`src/rtl/core/vlrs_pkg.sv`:
```
`timescale 1ns / 1ps

package vlrs_pkg;

    localparam int DEPTH     = 4096;
    localparam int MAX_ELEM  = 64;
    localparam int HDR_BYTES = 4;

    localparam int AW    = $clog2(DEPTH);
    localparam int CAP_W = $clog2(DEPTH + 1);
    localparam int LEN_W = 7;
    localparam int HC_W  = $clog2(HDR_BYTES + 1);
    // wide enough for top + header + stored length and for header + elem_len
    localparam int SW    = ((AW > 8) ? AW : 8) + 1;

    typedef enum logic [1:0] {
        FN_PUSH  = 2'd0,
        FN_POP   = 2'd1,
        FN_PEEK  = 2'd2,
        FN_CHECK = 2'd3
    } t_func;

    typedef enum logic [1:0] {
        ST_OK      = 2'd0,
        ST_NO_ROOM = 2'd1,
        ST_EMPTY   = 2'd2
    } t_status;

    typedef struct packed {
        t_func            func;
        logic [LEN_W-1:0] elem_len;
        logic [7:0]       data_byte;
    } t_cmd;

    typedef struct packed {
        t_status    status;
        logic [7:0] out_byte;
        logic       byte_valid;
        logic       last;
        logic       is_empty;
        logic       fits;
    } t_res;

    typedef struct packed {
        logic valid;
        t_res res;
    } t_emit;

    typedef struct packed {
        logic          we;
        logic [AW-1:0] waddr;
        logic [7:0]    wdata;
        logic          re;
        logic [AW-1:0] raddr;
    } t_mem_req;

    function automatic logic f_fits(logic [AW-1:0] top, logic [LEN_W-1:0] len);
        logic [SW-1:0] need;
        need = SW'(HDR_BYTES) + SW'(len);
        return SW'(top) >= need;
    endfunction

    function automatic t_res f_res(t_status st, logic [7:0] b, logic bv, logic lst,
                                   logic [AW-1:0] top, logic [CAP_W-1:0] cap,
                                   logic [LEN_W-1:0] len);
        t_res r;
        r.status     = st;
        r.out_byte   = b;
        r.byte_valid = bv;
        r.last       = lst;
        r.is_empty   = (SW'(top) == (SW'(cap) - SW'(1)));
        r.fits       = f_fits(top, len);
        return r;
    endfunction

endpackage

```
`src/rtl/core/vlrs_ctrl.sv`:
```
`timescale 1ns / 1ps

module vlrs_ctrl
    import vlrs_pkg::*;
(
    input  logic             i_clk,
    input  logic             i_rst_n,
    input  logic             i_start,
    input  t_cmd             i_cmd,
    input  logic             i_cfg_we,
    input  logic [CAP_W-1:0] i_cfg_data,
    input  logic [7:0]       i_rdata,
    output logic             o_busy,
    output t_mem_req         o_mem,
    output t_emit            o_emit
);

    typedef enum logic [3:0] {
        S_IDLE   = 4'b0001,
        S_HDR    = 4'b0010,
        S_RDHDR  = 4'b0100,
        S_STREAM = 4'b1000
    } t_state;

    t_state           r_state, n_state;
    logic [CAP_W-1:0] r_cap,   n_cap;
    logic [AW-1:0]    r_top,   n_top;
    logic [LEN_W-1:0] r_pcnt,  n_pcnt;
    logic [LEN_W-1:0] r_plen,  n_plen;
    logic             r_pdrop, n_pdrop;
    // per-item working registers
    logic [HC_W-1:0]  r_hcnt,  n_hcnt;
    logic [AW-1:0]    r_base,  n_base;
    logic [LEN_W-1:0] r_len,   n_len;
    logic [7:0]       r_byte,  n_byte;
    t_func            r_func,  n_func;
    logic [LEN_W-1:0] r_k,     n_k;
    logic [LEN_W-1:0] r_idx,   n_idx;
    logic [AW-1:0]    r_ptr,   n_ptr;

    logic [LEN_W-1:0] limit;
    logic [LEN_W-1:0] kk;
    logic [SW-1:0]    nt;
    logic [SW-1:0]    lim;
    logic [CAP_W-1:0] cap_sat;
    t_status          st;

    always_comb begin
        n_state = r_state;
        n_cap   = r_cap;
        n_top   = r_top;
        n_pcnt  = r_pcnt;
        n_plen  = r_plen;
        n_pdrop = r_pdrop;
        n_hcnt  = r_hcnt;
        n_base  = r_base;
        n_len   = r_len;
        n_byte  = r_byte;
        n_func  = r_func;
        n_k     = r_k;
        n_idx   = r_idx;
        n_ptr   = r_ptr;
        o_mem   = '0;
        o_emit  = '0;
        limit   = (r_len > LEN_W'(MAX_ELEM)) ? LEN_W'(MAX_ELEM) : r_len;
        kk      = ({1'b0, limit} < i_rdata) ? limit : LEN_W'(i_rdata);
        nt      = SW'(r_top) + SW'(HDR_BYTES) + SW'(i_rdata);
        lim     = SW'(r_cap) - SW'(1);
        cap_sat = i_cfg_data;
        st      = ST_OK;

        unique case (r_state)
            S_IDLE: begin
                if (i_start) begin
                    n_len = i_cmd.elem_len;
                    if (i_cmd.func != FN_PUSH) begin
                        // a non-push item abandons a partly pushed element
                        n_pcnt  = '0;
                        n_plen  = '0;
                        n_pdrop = 1'b0;
                    end
                    unique case (i_cmd.func)
                        FN_PUSH: begin
                            if (r_pcnt == '0) begin
                                if (i_cmd.elem_len > LEN_W'(MAX_ELEM) ||
                                    !f_fits(r_top, i_cmd.elem_len)) begin
                                    st = ST_NO_ROOM;
                                    if (i_cmd.elem_len > LEN_W'(1)) begin
                                        n_pdrop = 1'b1;
                                        n_plen  = i_cmd.elem_len;
                                        n_pcnt  = LEN_W'(1);
                                    end
                                end else begin
                                    n_base  = AW'(r_top - AW'(i_cmd.elem_len)
                                                  - AW'(HDR_BYTES));
                                    n_hcnt  = '0;
                                    n_byte  = i_cmd.data_byte;
                                    n_state = S_HDR;
                                    if (i_cmd.elem_len == '0) begin
                                        n_top = AW'(r_top - AW'(HDR_BYTES));
                                    end else if (i_cmd.elem_len == LEN_W'(1)) begin
                                        n_top = AW'(r_top - AW'(HDR_BYTES + 1));
                                    end else begin
                                        n_plen = i_cmd.elem_len;
                                        n_pcnt = LEN_W'(1);
                                    end
                                end
                            end else begin
                                if (r_pdrop) begin
                                    st = ST_NO_ROOM;
                                end else begin
                                    o_mem.we    = 1'b1;
                                    o_mem.waddr = AW'(r_top - AW'(r_plen) + AW'(r_pcnt));
                                    o_mem.wdata = i_cmd.data_byte;
                                end
                                n_pcnt = r_pcnt + LEN_W'(1);
                                if (n_pcnt >= r_plen) begin
                                    if (!r_pdrop) begin
                                        n_top = AW'(r_top - AW'(HDR_BYTES) - AW'(r_plen));
                                    end
                                    n_pcnt  = '0;
                                    n_plen  = '0;
                                    n_pdrop = 1'b0;
                                end
                            end
                            o_emit.valid = 1'b1;
                            o_emit.res   = f_res(st, 8'd0, 1'b0, 1'b1, n_top, r_cap,
                                                 i_cmd.elem_len);
                        end
                        FN_CHECK: begin
                            o_emit.valid = 1'b1;
                            o_emit.res   = f_res(ST_OK, 8'd0, 1'b0, 1'b1, r_top, r_cap,
                                                 i_cmd.elem_len);
                        end
                        FN_POP, FN_PEEK: begin
                            if (SW'(r_top) == lim) begin
                                o_emit.valid = 1'b1;
                                o_emit.res   = f_res(ST_EMPTY, 8'd0, 1'b0, 1'b1, r_top,
                                                     r_cap, i_cmd.elem_len);
                            end else begin
                                // length byte is the low header byte at top
                                o_mem.re    = 1'b1;
                                o_mem.raddr = r_top;
                                n_func      = i_cmd.func;
                                n_state     = S_RDHDR;
                            end
                        end
                    endcase
                end
            end
            S_HDR: begin
                o_mem.we    = 1'b1;
                o_mem.waddr = AW'(r_base + AW'(r_hcnt));
                if (r_hcnt == '0) begin
                    o_mem.wdata = 8'(r_len);
                end else if (r_hcnt == HC_W'(HDR_BYTES)) begin
                    o_mem.wdata = r_byte;
                end else begin
                    o_mem.wdata = 8'd0;
                end
                if ((r_len == '0 && r_hcnt == HC_W'(HDR_BYTES - 1)) ||
                    r_hcnt == HC_W'(HDR_BYTES)) begin
                    n_state = S_IDLE;
                end else begin
                    n_hcnt = r_hcnt + HC_W'(1);
                end
            end
            S_RDHDR: begin
                if (r_func == FN_POP) begin
                    n_top = (nt > lim) ? AW'(lim) : AW'(nt);
                end
                if (kk == '0) begin
                    o_emit.valid = 1'b1;
                    o_emit.res   = f_res(ST_OK, 8'd0, 1'b0, 1'b1, n_top, r_cap, r_len);
                    n_state      = S_IDLE;
                end else begin
                    o_mem.re    = 1'b1;
                    o_mem.raddr = AW'(r_top + AW'(HDR_BYTES));
                    n_ptr       = AW'(r_top + AW'(HDR_BYTES + 1));
                    n_k         = kk;
                    n_idx       = '0;
                    n_state     = S_STREAM;
                end
            end
            S_STREAM: begin
                o_emit.valid = 1'b1;
                o_emit.res   = f_res(ST_OK, i_rdata, 1'b1, (r_idx + LEN_W'(1)) == r_k,
                                     r_top, r_cap, r_len);
                if ((r_idx + LEN_W'(1)) == r_k) begin
                    n_state = S_IDLE;
                end else begin
                    o_mem.re    = 1'b1;
                    o_mem.raddr = r_ptr;
                    n_ptr       = r_ptr + AW'(1);
                    n_idx       = r_idx + LEN_W'(1);
                end
            end
            default: begin
                n_state = S_IDLE;
            end
        endcase

        // capacity write: saturate to 1..DEPTH and empty the stack
        if (i_cfg_we) begin
            if (i_cfg_data == '0) begin
                cap_sat = CAP_W'(1);
            end else if (i_cfg_data > CAP_W'(DEPTH)) begin
                cap_sat = CAP_W'(DEPTH);
            end
            n_cap   = cap_sat;
            n_top   = AW'(cap_sat - CAP_W'(1));
            n_pcnt  = '0;
            n_plen  = '0;
            n_pdrop = 1'b0;
        end
    end

    always_ff @(posedge i_clk) begin
        if (!i_rst_n) begin
            r_state <= S_IDLE;
            r_cap   <= CAP_W'(DEPTH);
            r_top   <= AW'(DEPTH - 1);
            r_pcnt  <= '0;
            r_plen  <= '0;
            r_pdrop <= 1'b0;
        end else begin
            r_state <= n_state;
            r_cap   <= n_cap;
            r_top   <= n_top;
            r_pcnt  <= n_pcnt;
            r_plen  <= n_plen;
            r_pdrop <= n_pdrop;
        end
    end

    always_ff @(posedge i_clk) begin
        r_hcnt <= n_hcnt;
        r_base <= n_base;
        r_len  <= n_len;
        r_byte <= n_byte;
        r_func <= n_func;
        r_k    <= n_k;
        r_idx  <= n_idx;
        r_ptr  <= n_ptr;
    end

    assign o_busy = (r_state != S_IDLE);

endmodule

```
`config.mk`:
```
export PLATFORM = sky130hd
export DESIGN_NAME = vlrs_ctrl
export DESIGN_NICKNAME = d
export VERILOG_FILES = /design/src/rtl/core/vlrs_pkg.sv /design/src/rtl/core/vlrs_ctrl.sv
export SDC_FILE = /design/constraint.sdc
export NUM_CORES = 1
export LEC_CHECK = 0
export BUFFER_PORTS_ARGS = -buffer_cell sky130_fd_sc_hd__buf_4
export CORE_MARGIN = 2
export CORE_UTILIZATION = 60
export DETAILED_ROUTE_END_ITERATION = 6
export PLACE_DENSITY = 0.8
export SLEW_MARGIN = 40
export SYNTH_ARGS = -nofsm -noshare
export SYNTH_HDL_FRONTEND = slang
export SYNTH_SLANG_ARGS = --single-unit
```
`constraint.sdc`:
```
create_clock -name i_clk -period 9.2 [get_ports i_clk]
set_input_delay 1.38 -clock i_clk [delete_from_list [all_inputs] [get_ports i_clk]]
set_output_delay 1.38 -clock i_clk [all_outputs]
set_load 0.005 [all_outputs]
```
# ---- Yosys cells after proc, flatten, opt, wreduce, memory -nomap -nowiden
# Index checks and enable logic that the tools add are counted.
dict set report word_totals {
  in_bits 42
  out_inout_bits 50
  reg_bits 102
  word_cells 189
}
dict set report op_classes {
  reduce_logical 25
  magnitude_cmp 11
  n_addsub 20
  bitwise_logic 4
  mux 84
  n_eq_ne 31
}
# op count
set ops {}
lappend ops {{12-bit 2-to-1 mux} 17}
lappend ops {{7-bit 2-to-1 mux} 20}
lappend ops {{13-bit 2-to-1 mux} 7}
lappend ops {{15-bit case mux with 3 select lines} 2}
lappend ops {{21-bit 2-to-1 mux} 3}
lappend ops {{12-bit case mux with 2 select lines} 2}
lappend ops {{15-bit 2-to-1 mux} 3}
lappend ops {{21-bit case mux with 2 select lines} 1}
lappend ops {{12-bit by 13-bit == test with 1-bit output} 3}
lappend ops {{13-bit case mux with 3 select lines} 1}
lappend ops {{12-bit by 3-bit subtractor with 12-bit output (second input constant)} 3}
lappend ops {{12-bit by 7-bit subtractor with 12-bit output} 3}
lappend ops {{34-bit 2-to-1 mux} 1}
lappend ops {{7-bit logical NOT} 4}
lappend ops {{4-bit 2-to-1 mux} 7}
lappend ops {{12-bit by 13-bit >= comparator with 1-bit output} 2}
lappend ops {{12-bit by 3-bit adder with 12-bit output (second input constant)} 2}
lappend ops {{12-bit by 8-bit >= comparator with 1-bit output} 2}
lappend ops {{3-bit by 7-bit adder with 8-bit output (first input constant)} 2}
lappend ops {{8-bit 2-to-1 mux} 2}
lappend ops {{2-bit inequality test (second input constant)} 8}
lappend ops {{4-bit case mux with 4 select lines} 1}
lappend ops {{3-bit 2-to-1 mux} 5}
lappend ops {{7-bit by 1-bit adder with 7-bit output (second input constant)} 2}
lappend ops {{other kinds (50)} 72}

# ---- Depth between registers and ports, before layout
# Gate-level depths: netlist of the first run.
dict set report logic_depth {
  word_depth 13
  mapped_depth 26
  depth_no_buf 25
}

# ---- Least setup slack after synthesis of the first run
# Ideal clock, no wire load.
dict set report synth_path {
  path_kind {input-to-output}
  startpoint {input port i_rdata[1]}
  endpoint {output port o_emit[0] (netlist bit)}
  arrival_time_ns 6.280
  t_required_ns 7.820
  n_path_buf 1
  cell_stages 23
  setup_slack_ns 1.540
  cell_sequence {ha_1 > ha_1 > fa_1 > a21o_1 > o2bb2ai_1 > o41a_1 > nand2_1 > xnor2_1 > ha_1 > nand4_1 > a311oi_1 > o41ai_1 > clkbuf_1 > mux2i_1 > a21oi_1 > ha_1 > nand2b_1 > a21o_1 > a21oi_1 > o221a_2 > o211ai_1 > a21oi_1 > o221ai_1}
}
# item line
set synth_rtl {}
lappend synth_rtl {{start: declaration} vlrs_ctrl.sv:12} ;# input logic [7:0] i_rdata,
lappend synth_rtl {{end: declaration} vlrs_ctrl.sv:15} ;# output t_emit o_emit

==> metrics.yaml, run 1 <==
run_status:
  outcome: "finished clean"
grt:
  grt_first_pass_wirelength_um: 58560
  grt_pass1_vias: 10470
  antenna_found_initial: 0
  grt_max_degree: 32
  grt_use_total_pct: 37.20
  grt_overflow: 0
pwr:
  peakVddDrop_uv: 100.5
  p_leak_nw: 5.497
  power_density_nw_per_um2: 133.7
  total_power_mw: 1.725
clock_tree:
  clk_pin_slew_worst_paths_ps: 80
  cts_tree: "done"
  insertion_delay_ps: 370
  cts_buffer_depth: 2
  cts_max_level: 3
  postCtsSetupRepairBufs: 0
  cts_buffers: 9
  cts_sinks: 102
  cts_resized: 0
  cts_root_buf: "clkbuf_16"
  cts_hold_buf: 0
logic_synthesis:
  synthMuxAreaShare_pct: 2.162
  async_flop_share_pct: 0
  syn_nets: 1604
  synth-edff-count: 58
  netlist_instances: 1415
  ys_types: 93
  ys_ff_latch: 102
  synthAdderAreaFrac_pct: 16.67
  synth-seq-area-share_pct: 22.54
  syn_area_um2: 11630
  yosys_most_used_dff: "edfxtp_1"
  avgSynthCellArea_um2: 8.223
  yosys_warnings: 0
  synth_xor_area_share_pct: 10.60
  synth_top_family_by_area: "compound AO/OA/AOI/OAI gates"
  synth_compound_area_share_pct: 21.69
  yosys.area_share.simple_pct: 20.26
layout:
  fin_area_um2: 12900
  num-nets-final: 1660
  instances_no_fill: 1737
  final_util_pct: 68.26
  drive_gt1_share_pct: 11.25
  syn_to_final_growth_pct: 10.84
critical_path:
  critPathMaxStageDelay_ps: 710
  reg2reg_slack_ps: 3890
  worst-path-max-fanout: 19
  cp-end-kind: "output port"
  r2r-end: "r_top[6]$_SDFFE_PN1P_"
  cp-endpoint: "o_emit[0]"
  reg2reg_from: "r_top[2]$_SDFFE_PN1P_"
  crit_arrival_ps: 7020
  startpoint_type: "primary input"
  cp.required_ps: 7820
  crit_path_top_delay_cell: "o41ai_2"
  reg2regPathDepth: 19
  worstSetupPathType: "primary input to output port"
  path_common_cell: "ha_1"
  startpoint: "i_rdata[1]"
detailed_routing:
  drc: 0
  postRouteAntennaNets: 0
  drt_iter0_markers: 1374
  wl_per_cell_um: 21.96
  dr.pass1.iters: 6
  wl_um: 38150
  via_per_inst: 6.516
  vias: 11320
placed_design:
  placed_area_um2: 12570
  port_buffers: 91
  gp_congestion: 1.034
  dp_hpwl_um: 29010
  dp_cells: 1720
  dpl_worst_slack_ps: 874.3
hold_path:
  hold_class: "flip-flop to flip-flop"
  hold_depth: 2
timing:
  hold-worst-slack_ps: 516.4
  fmax_mhz: 119.0
  fin_crit_sh_pct: 91.30
  min_period_ps: 8400
  hold_viol_final: 0
  setup_violations: 0
  maxSlewViolCount: 0
  rsz0062_at_grt: "no"
  fin_skew_ps: 9.729
  fin_ws_ps: 800.1
  tightestPinTransition_ps: 853.2
  slew-limit-headroom_pct: 42.98
  setup_tns_ps: 0
floorplan:
  core_area_um2: 18890
  initial_core_util_pct: 61.58
  dieArea_um2: 20520
  ioPinCount: 92
  fp-row-count: 50
  die_y_um: 143.3
  fp.dieW_um: 143.3
flow_run:
  cap_viol_max_count: 0
==> registers in the layout, indices dropped and copies added (netlist names), 7 cells and up <==
register,cells
r_cap,13
r_base,12
r_ptr,12
r_top,12
r_byte,8
r_idx,7
r_k,7
r_len,7
r_pcnt,7
r_plen,7
==> worst min path at each step <==
| stage | startpoint | to | slack [ps] |
|---|---|---|---|
| 2_1_floorplan | r_pcnt[6]$_SDFFE_PP0P_ | r_pcnt[6]$_SDFFE_PP0P_ | 480 |
| 3_3_place_gp | r_pcnt[6]$_SDFFE_PP0P_ | r_pcnt[6]$_SDFFE_PP0P_ | 510 |
| 3_5_place_dp | r_cap[12]$_SDFFE_PN1P_ | r_cap[12]$_SDFFE_PN1P_ | 510 |
| 4_1_cts | r_cap[12]$_SDFFE_PN1P_ | r_cap[12]$_SDFFE_PN1P_ | 520 |
| 5_1_grt | r_pdrop$_SDFFE_PP0P_ | r_pdrop$_SDFFE_PP0P_ | 560 |
| 6_report | r_cap[12]$_SDFFE_PN1P_ | r_cap[12]$_SDFFE_PN1P_ | 520 |
==> placed cells by master (no fill, tap or decap), types with 23 or more instances in the layout <==
cell	count
nand2_1	105
buf_4	108
ha_1	135
edfxtp_1	58
inv_1	115
nor2_1	113
xnor2_1	88
nor3_1	31
xor2_1	33
nor2b_1	30
a21oi_1	76
a21o_1	26
o21ai_0	48
and3_1	23
nand3_1	44
dfxtp_1	43
==> cell type report <==
class,instances,area (um^2)
inverter,122,457.9
multi-input combinational,1127,8349
fill,1619,5997
clock buffer,9,225.2
tap,260,325.3
antenna,1,2.502
timing repair buffer,109,830.8
clock inverter,7,81.33
sequential,102,2624
==> cell usage after synthesis, types with 10 or more instances <==
library cell | instances | area, um^2
ha_1 | 135 | 1689
inv_1 | 115 | 431.7
nor2_1 | 114 | 427.9
nand2_1 | 105 | 394.1
xnor2_1 | 88 | 770.7
a21oi_1 | 76 | 380.4
clkbuf_1 | 58 | 217.7
edfxtp_1 | 58 | 1742
o21ai_0 | 48 | 240.2
dfxtp_1 | 44 | 880.8
nand3_1 | 44 | 220.2
xor2_1 | 33 | 289.0
nor3_1 | 32 | 160.2
nor2b_1 | 30 | 187.7
a21o_1 | 26 | 195.2
and3_1 | 23 | 143.9
nand2b_1 | 17 | 106.4
nor4_1 | 17 | 106.4
o211ai_1 | 17 | 127.6
and2_1 | 16 | 100.1
nand4_1 | 16 | 100.1
a22oi_1 | 15 | 112.6
mux2i_1 | 15 | 150.1
o22ai_1 | 15 | 93.84
o21ai_1 | 14 | 70.07
fa_1 | 12 | 240.2
o21a_1 | 12 | 90.09
a21boi_0 | 11 | 82.58
a211oi_1 | 10 | 75.07
o21bai_1 | 10 | 75.07
or3_1 | 10 | 62.56
==> worst max-delay path, delay by kind of cell <==
family | cells | cell delay [ps]
AO/OA/AOI/OAI | 12 | 2860
XOR/XNOR | 1 | 90
adder cells (fa/ha/maj) | 5 | 1510
buffers and inverters | 3 | 570
multiplexers | 1 | 80
AND/OR/NAND/NOR | 3 | 480
==> logic make-up after synthesis <==
group / after synthesis
AO/OA/AOI/OAI: 361
XOR/XNOR: 129
adder cells (fa/ha/maj): 148
buffers and inverters: 186
flip-flops: 102
multiplexers: 24
AND/OR/NAND/NOR: 465
==> power by group <==
| part | switching, mW | internal, mW | leakage, nW |
|---|---|---|---|
| clock network | 0.211 | 0.195 | 0.150 |
| registers | 0.0260 | 0.503 | 0.877 |
| logic | 0.468 | 0.322 | 4.47 |
| total | 0.704 | 1.02 | 5.50 |
==> routing by layer <==
layer,vias to the layer above,track usage [%],part of all wire [%]
met5,-,0,0
met3,109,7.746,11
met4,0,13.62,3.8
met1,5258,51.21,42
met2,690,57.74,43
li1,5262,-,-
No activity file was read; power rests on OpenSTA's default activity.
==> inputs of run 2 (changes only) <==
--- a/config.mk
+++ b/config.mk
@@ -10,6 +10,8 @@
 export CORE_UTILIZATION = 60
 export DETAILED_ROUTE_END_ITERATION = 6
 export PLACE_DENSITY = 0.8
+export REMOVE_ABC_BUFFERS = 1
+export SETUP_SLACK_MARGIN = 0.3
 export SLEW_MARGIN = 40
 export SYNTH_ARGS = -nofsm -noshare
 export SYNTH_HDL_FRONTEND = slang
==> constraint.sdc (replaced) <==
create_clock -name i_clk -period 9.2 [get_ports i_clk]
set_input_delay 1.38 -clock i_clk [delete_from_list [all_inputs] [get_ports i_clk]]
set_output_delay 1.38 -clock i_clk [all_outputs]
set_load 0.1 [all_outputs]
==> metrics.yaml, run 2 (same netlist as run 1, synthesis figures left out) <==
critical_path:
  cp.required_ps: 7820
  worst-path-max-fanout: 22
  startpoint_type: "primary input"
  worstSetupPathType: "primary input to output port"
  reg2regPathDepth: 19
  cp-end-kind: "output port"
  crit_arrival_ps: 6780
floorplan:
  die_y_um: 143.3
  ioPinCount: 92
  core_area_um2: 18890
  fp-row-count: 50
  initial_core_util_pct: 61.58
  fp.dieW_um: 143.3
  dieArea_um2: 20520
grt:
  grt_first_pass_wirelength_um: 57280
  grt_max_degree: 32
  grt_pass1_vias: 10480
  grt_use_total_pct: 36.56
  antenna_found_initial: 1
  grt_overflow: 0
flow_run:
  cap_viol_max_count: 0
timing:
  min_period_ps: 8162
  setup_tns_ps: 0
  fin_skew_ps: 13.67
  fin_crit_sh_pct: 88.72
  hold_viol_final: 0
  fin_ws_ps: 1038
  slew-limit-headroom_pct: 44.93
  tightestPinTransition_ps: 826.0
  hold-worst-slack_ps: 529.0
  rsz0062_at_grt: "no"
  setup_violations: 0
  fmax_mhz: 122.5
  maxSlewViolCount: 0
layout:
  num-nets-final: 1662
  layout_common_cells: "ha_1 (135), inv_1 (115), nor2_1 (113)"
  drive_gt1_share_pct: 11.30
  top_register: "r_cap"
  syn_to_final_growth_pct: 11.03
  fin_area_um2: 12920
  final_common_cell: "ha_1"
  final_util_pct: 68.38
  largest_reg_flops: 13
hold_path:
  hold_depth: 2
  hold_class: "flip-flop to flip-flop"
clock_tree:
  cts_buffers: 9
  cts_max_level: 3
  cts_hold_buf: 0
  postCtsSetupRepairBufs: 0
  cts_resized: 0
  cts_buffer_depth: 2
  cts_root_buf: "clkbuf_16"
  cts_sinks: 102
  clk_pin_slew_worst_paths_ps: 70
  cts_tree: "done"
  insertion_delay_ps: 370
detailed_routing:
  via_per_inst: 6.541
  vias: 11380
  postRouteAntennaNets: 0
  dr.pass1.iters: 7
  drc: 0
  wl_um: 37660
  wl_per_cell_um: 21.66
  drt_iter0_markers: 1348
pwr:
  p_leak_nw: 5.505
  p_int_mw: 1.015
  power_frac_comb_pct: 47.6
  power_density_nw_per_um2: 137.0
  clock_power_share_pct: 22.8
  peakVddDrop_uv: 89.21
  p_sw_share_pct: 42.64
  p_sw_uw: 754.4
  pwr-share-seq_pct: 29.6
placed_design:
  dp_hpwl_um: 28450
  gp_congestion: 1.060
  placed_area_um2: 12570
  port_buffers: 91
  dpl_worst_slack_ps: 1099
run_status:
  outcome: "finished clean"
==> run 2: changes by cell type in the layout (fill, tap and decap cells not counted), moves of 2 or more <==
cell | previous run | this run
buf_4 | 108 | 111
clkinv_4 | 3 | 1
clkinv_8 | 1 | 3
inv_6 | 0 | 3
inv_8 | 2 | 0
==> run 2: layer usage <==
metal	up-vias	track usage, %	part of all wire [%]
li1	5268	-	-
met1	5326	50.76	41
met2	661	55.10	43
met3	120	7.948	12
met4	0	15.12	3.9
met5	-	0	0
==> run 2: cell type report <==
cell class	instances	area (um^2)
antenna	1	2.502
tap	260	325.3
inverter	122	457.9
clock inverter	7	83.83
timing repair buffer	111	833.3
fill	1597	5974
clock buffer	9	225.2
sequential	102	2623
multi-input combinational	1127	8368
==> run 2: critical path: stages <==
cell and delay [ps]:
buf_4 130, ha_1 290, ha_1 230, fa_1 410, a21o_1 200, o2bb2ai_1 150
o41a_1 430, nand2_1 160, xnor2_1 150, ha_1 290, nand4_1 140, a311oi_1 70
o41ai_2 330, buf_4 330, mux2i_1 220, a21oi_1 110, ha_1 280, nand2b_1 140
a21o_1 180, a21oi_1 190, o221a_2 210, o211ai_1 90, a21oi_1 190, o221ai_1 190
buf_4 290
==> run 2: metrics by stage <==
step | total power [mW] | instances
after floorplan | 1.122 | 1351
after global placement | 1.335 | 1722
after detailed placement | 1.347 | 1722
after CTS | 1.748 | 1738
after global routing | 1.854 | 1738
final | 1.769 | 1739
==> run 2: path summary, 6_finish.rpt <==
| kind | start | endpoint | slack, ps |
|---|---|---|---|
| worst max-delay path | i_rdata[1] | o_emit[0] | 1040 |
| worst min-delay path | r_cap[12]$_SDFFE_PN1P_ | r_cap[12]$_SDFFE_PN1P_ | 530 |
| worst max register to register | r_top[1]$_SDFFE_PN1P_ | r_top[6]$_SDFFE_PN1P_ | 4010 |
| worst min register to register | r_cap[12]$_SDFFE_PN1P_ | r_cap[12]$_SDFFE_PN1P_ | 530 |
==> run 2: power by group through the flow <==
stage	registers [mW]	clock network [mW]	logic [mW]
3_5_place_dp	0.534	0	0.814
2_1_floorplan	0.537	0	0.585
6_report	0.524	0.403	0.841
5_1_grt	0.525	0.420	0.908
4_1_cts	0.523	0.405	0.820
3_3_place_gp	0.533	0	0.802
